### src/rtl/core/pbs_pkg.sv
package pbs_pkg;

   // Q3.12 signed value, Q0.16 unsigned value, exact Q3.12 x Q0.16 product
   typedef logic signed [15:0] q312_type;
   typedef logic [15:0]        q016_type;
   typedef logic signed [32:0] prod_type;

   typedef struct packed {
      q312_type z;
      q312_type y;
      q312_type x;
   } vec_type;

   typedef struct packed {
      prod_type z;
      prod_type y;
      prod_type x;
   } prod_vec_type;

   // control passed to each multiplier lane group
   typedef struct packed {
      logic en;
   } mul_ctrl_type;

   typedef enum logic [2:0] {
      REG_GRAVITY_X  = 3'd0,
      REG_GRAVITY_Y  = 3'd1,
      REG_GRAVITY_Z  = 3'd2,
      REG_DAMPING    = 3'd3,
      REG_WALL_LIMIT = 3'd4
   } reg_index_type;

   localparam q312_type GRAVITY_X_RESET  = 16'sd0;
   localparam q312_type GRAVITY_Y_RESET  = -16'sd13380;
   localparam q312_type GRAVITY_Z_RESET  = 16'sd0;
   localparam q016_type DAMPING_RESET    = 16'd62259;
   localparam logic [14:0] WALL_RESET    = 15'd4096;

   function automatic q312_type sat16(input logic signed [17:0] v);
      if (v > 18'sd32767) begin
         return 16'sh7FFF;
      end else if (v < -18'sd32768) begin
         return 16'sh8000;
      end
      return v[15:0];
   endfunction

   // (p + 2^15) >> 16 with floor
   function automatic logic signed [16:0] round_q16(input prod_type p);
      prod_type s;
      s = p + 33'sd32768;
      return s[32:16];
   endfunction

   function automatic q312_type neg_sat(input q312_type v);
      logic signed [17:0] e;
      e = {{2{v[15]}}, v};
      return sat16(-e);
   endfunction

   function automatic q312_type add_round(input q312_type v, input prod_type p);
      logic signed [16:0] r;
      r = round_q16(p);
      return sat16({{2{v[15]}}, v} + {r[16], r});
   endfunction

   function automatic q312_type sat_round(input prod_type p);
      logic signed [16:0] r;
      r = round_q16(p);
      return sat16({r[16], r});
   endfunction

endpackage

### src/rtl/core/pbs_lane_mul.sv
module pbs_lane_mul (
   input  logic                  clock,
   input  pbs_pkg::mul_ctrl_type ctrl,
   input  pbs_pkg::vec_type      a,
   input  pbs_pkg::q016_type     b,
   output pbs_pkg::prod_vec_type p_ff
);
   import pbs_pkg::*;

   prod_vec_type      p_in;
   logic signed [16:0] b_s;

   // products are formed at the full 33-bit width of prod_type
   always_comb begin
      b_s    = $signed({1'b0, b});
      p_in.x = a.x * b_s;
      p_in.y = a.y * b_s;
      p_in.z = a.z * b_s;
   end

   always_ff @(posedge clock) begin
      if (ctrl.en) begin
         p_ff <= p_in;
      end
   end

endmodule

### config.mk
export PLATFORM = sky130hd
export DESIGN_NAME = pbs_lane_mul
export DESIGN_NICKNAME = d
export VERILOG_FILES = /design/src/rtl/core/pbs_pkg.sv /design/src/rtl/core/pbs_lane_mul.sv
export SDC_FILE = /design/constraint.sdc
export NUM_CORES = 2
export LEC_CHECK = 0
export ABC_AREA = 1
export BUFFER_PORTS_ARGS = -buffer_cell sky130_fd_sc_hd__clkbuf_2
export CORE_MARGIN = 4
export CORE_UTILIZATION = 35
export DETAILED_ROUTE_END_ITERATION = 10
export PLACE_DENSITY = 0.56
export SLEW_MARGIN = 20
export SYNTH_ARGS = -nofsm -noshare
export SYNTH_HDL_FRONTEND = slang
export SYNTH_SLANG_ARGS = --single-unit
### constraint.sdc
create_clock -name clock -period 8.5 [get_ports clock]
set_clock_uncertainty 0.05 [all_clocks]
set_input_delay 1.7 -clock clock [delete_from_list [all_inputs] [get_ports clock]]
set_output_delay 1.7 -clock clock [all_outputs]
set_load 0.03 [all_outputs]
; After elaboration in Yosys (flattened, before gate mapping)
; Cells that the tools add are included.
; W data, S select, Z words.
[word_totals]
word_cells = 6
regBits = 99
input_bits = 66
out_inout_bits = 99
[classes]
multipliers = 3
[op_table]
columns = cell, n
row1 = $mul A16 B17 Y33, 3

; Depth between registers and ports, before layout
[logic_depth]
ltp_word = 1
depth_mapped = 25
mapped_depth_nobuf = 23

; Worst setup path before layout
; No wires, ideal clock.
[synth_timing]
path_type = input-to-reg
start = input b[7]
end = register p_ff[97] in the netlist's numbering (data pin)
n_path_buf = 2
setup_slack_ps = 1661
t_arrival_ps = 6537
setup_ps = 252
cell_stages = 23
required_time_ps = 8198
path_cell_list = clkbuf_1 clkbuf_1 nand2_1 fa_1 inv_1 fa_1 inv_1 fa_1 inv_1 fa_1 fa_1 inv_1 fa_1 inv_1 ha_1 nand2_1 inv_2 a21oi_1 nand3_1 nand2_1 nand2_1 nand2_1 nand2_1
[synth_lines]
columns = item, line
row1 = start: declaration, pbs_lane_mul.sv:5  ; input pbs_pkg::q016_type b,
row2 = end signal: assignment, pbs_lane_mul.sv:23  ; p_ff <= p_in;
row3 = end: declaration, pbs_lane_mul.sv:6  ; output pbs_pkg::prod_vec_type p_ff

==> impl_metrics.tcl <==
set metrics [dict create \
    outcome "finished clean" \
    area_delta_synth_final_pct 6.96 \
    root_buffer "clkbuf_16" \
    cp.required_ns 8.62 \
    cp-end-kind "flop" \
    fp.dieArea_sq_um 96700 \
    cts_sinks 99 \
    hold_class "in -> reg" \
    cp_data_arrival_time_ns 7.19 \
    largest_reg_flops 99 \
    synth_top_family_by_area "adder cells" \
    synthCells 4287 \
    synth_compound_area_frac 0.0137 \
    drcViolationCount 0 \
    cts_tree "built" \
    postCtsSetupBuffers 0 \
    n_fill_cell 9576 \
    hold_depth 1 \
    finalCritPeriodShare 0.831 \
    cp_top_family "adder cells" \
    min_period_ns 7.07 \
    slew_viol_final 0 \
    gp_congestion 0.875 \
    startpoint_type "primary input" \
    via_per_inst 4.52 \
    rsz0062_at_grt "false" \
    final_antenna_net_count 0 \
    drive_above_1_share 0.0652 \
    clk_pin_slew_ns 0.09 \
    io_buffers 164 \
    slew-limit-headroom 0.241 \
    synthSimpleGateAreaFrac 0.198 \
    place_hpwl_microns 69700 \
    synth-seq-cells 99 \
    synthDistinctLibCells 26 \
    synth_warnings 0 \
    cts_resized 0 \
    routed_wirelength_microns 84800 \
    muxShareOfSynthArea 0 \
    core_area_sq_um 90600 \
    wire_per_inst_microns 15.4 \
    dr_total_vias 24845 \
    final-seq-area_sq_um 2970 \
    dr.pass1.iters 5 \
    crit_fanout 40 \
    die_y_microns 311 \
    hold_viol_final 0 \
    antenna_found_initial 5 \
    crit_chain "clkbuf_2, nand2_1, fa_1, inv_1, fa_1, fa_1, fa_1, fa_1, inv_1, fa_1, inv_1, ha_1, nand2_1, inv_2, nand2_1, nor3_1, nand3_1, nand4_1, nand2_1" \
    worst_path_max_delay_cell "clkbuf_2" \
    numCtsBuffers 9 \
    grt_pass1_wl_microns 141000 \
    syn-num-nets 5301 \
    io_pins 165 \
    drt_iter0_markers 1399 \
    grt_util_all_layers 0.183 \
    critPathBufInv 5 \
    setup_viol 0 \
    start_util 0.355 \
    htreeDepth 3 \
    synth-adder-area-share 0.505 \
    cap_violations 0 \
    rows 110 \
    clockBufferDepth 2 \
    gr-total-overflow 0 \
    syn_area_sq_um 32100 \
    cts_hold_buf 0 \
    crit_type "in -> reg" \
    yosysSeqAreaShare 0.0925 \
    cp_common_cell "fa_1" \
    clock.fmax_mhz 142 \
    crit_cells 19 \
    worst_pin_slew_ns 1.14 \
    avgSynthCellArea_sq_um 7.50 \
    max_stage_delay_ns 0.80 \
    die_w_microns 311 \
    grt_pass1_vias 26681 \
    multiInputGateArea_sq_um 23500 \
    synthXorXnorAreaFrac 0.0147 \
    final_nets 5332 \
    tns_ns 0 \
    top_register "p_ff" \
    grt_max_degree 57 \
    reg_top3 "p_ff (99)" \
]
layer usage:
| layer | track usage | up-vias | part of all wire |
|---|---|---|---|
| li1 | - | 12138 | - |
| met1 | 0.244 | 12082 | 0.45 |
| met2 | 0.313 | 528 | 0.48 |
| met3 | 0.0250 | 91 | 0.049 |
| met4 | 0.0464 | 6 | 0.023 |
| met5 | 0 | - | 0.00040 |
cell families (layout without fill, tap and decap cells):
kind of cell,after synthesis,in the layout
compound gates,78,78
xor+xnor,54,54
fa+ha+maj,948,948
buf+inv,1511,1547
flops,99,99
other cells,0,3
simple gates,1597,1597
path summary, 6_finish.rpt:
| path | from | end | slack (ns) |
|---|---|---|---|
| max | b[8] | p_ff[59]$_DFFE_PP_ | 1.43 |
| min | ctrl | p_ff[20]$_DFFE_PP_ | 1.76 |
layout by cell type, fill, tap and decap left out, types with 6 or more instances in the layout:
cell type,synthesis,routed
xnor2_1,6,6
buf_4,0,27
nand2_1,1304,1304
a21oi_1,54,54
nand2_2,24,24
nand4_1,16,16
nor3_1,10,10
xor2_1,48,48
clkbuf_2,0,163
inv_2,19,19
edfxtp_1,99,99
o21ai_0,6,6
nor2_1,139,139
clkbuf_16,0,9
fa_1,582,582
nand3_2,12,12
nor3_2,8,8
nand3_1,76,76
o21bai_1,9,9
ha_1,366,366
inv_1,1319,1319
stage by stage:
stage	instance area (sq um)	setup slack, ns	hold slack [ns]	utilization	instances
after floorplan	32100	1.66	1.76	-	4287
after global placement	34000	1.00	2.14	0.376	5483
after detailed placement	34000	0.984	2.14	0.376	5483
after CTS	34400	1.45	1.76	0.379	5499
after global routing	34400	1.10	1.79	0.379	5499
final	34400	1.43	1.76	0.380	5502
layout make-up:
class	instances	area share
tap	1176	0.0428
antenna	3	0.000218
clock inverter	7	0.00306
multi-input combinational	2677	0.683
sequential	99	0.0865
inverter	1338	0.146
clock buffer	9	0.00655
timing repair buffer	193	0.0314
synthesized netlist by cell type:
library cell / count / area share
a21o_1: 3 / 0.00070
nor2_1: 139 / 0.016
nand3_2: 12 / 0.0037
o21ai_1: 1 / 0.00016
nor3_1: 10 / 0.0016
fa_1: 582 / 0.36
o21ai_0: 6 / 0.00093
inv_2: 19 / 0.0022
ha_1: 366 / 0.14
buf_2: 2 / 0.00031
clkbuf_1: 157 / 0.018
inv_1: 1319 / 0.15
xnor2_1: 6 / 0.0016
buf_1: 14 / 0.0016
and2_1: 3 / 0.00058
edfxtp_1: 99 / 0.093
nor2_2: 5 / 0.00097
xor2_1: 48 / 0.013
nand2_2: 24 / 0.0047
nand3_1: 76 / 0.012
nand4_1: 16 / 0.0031
nor3_2: 8 / 0.0025
a21oi_2: 5 / 0.0014
o21bai_1: 9 / 0.0021
a21oi_1: 54 / 0.0084
nand2_1: 1304 / 0.15
Power is left out: the tool's default activity adds up to more than one toggle a clock period on the data nets, which glitch-free logic cannot reach.
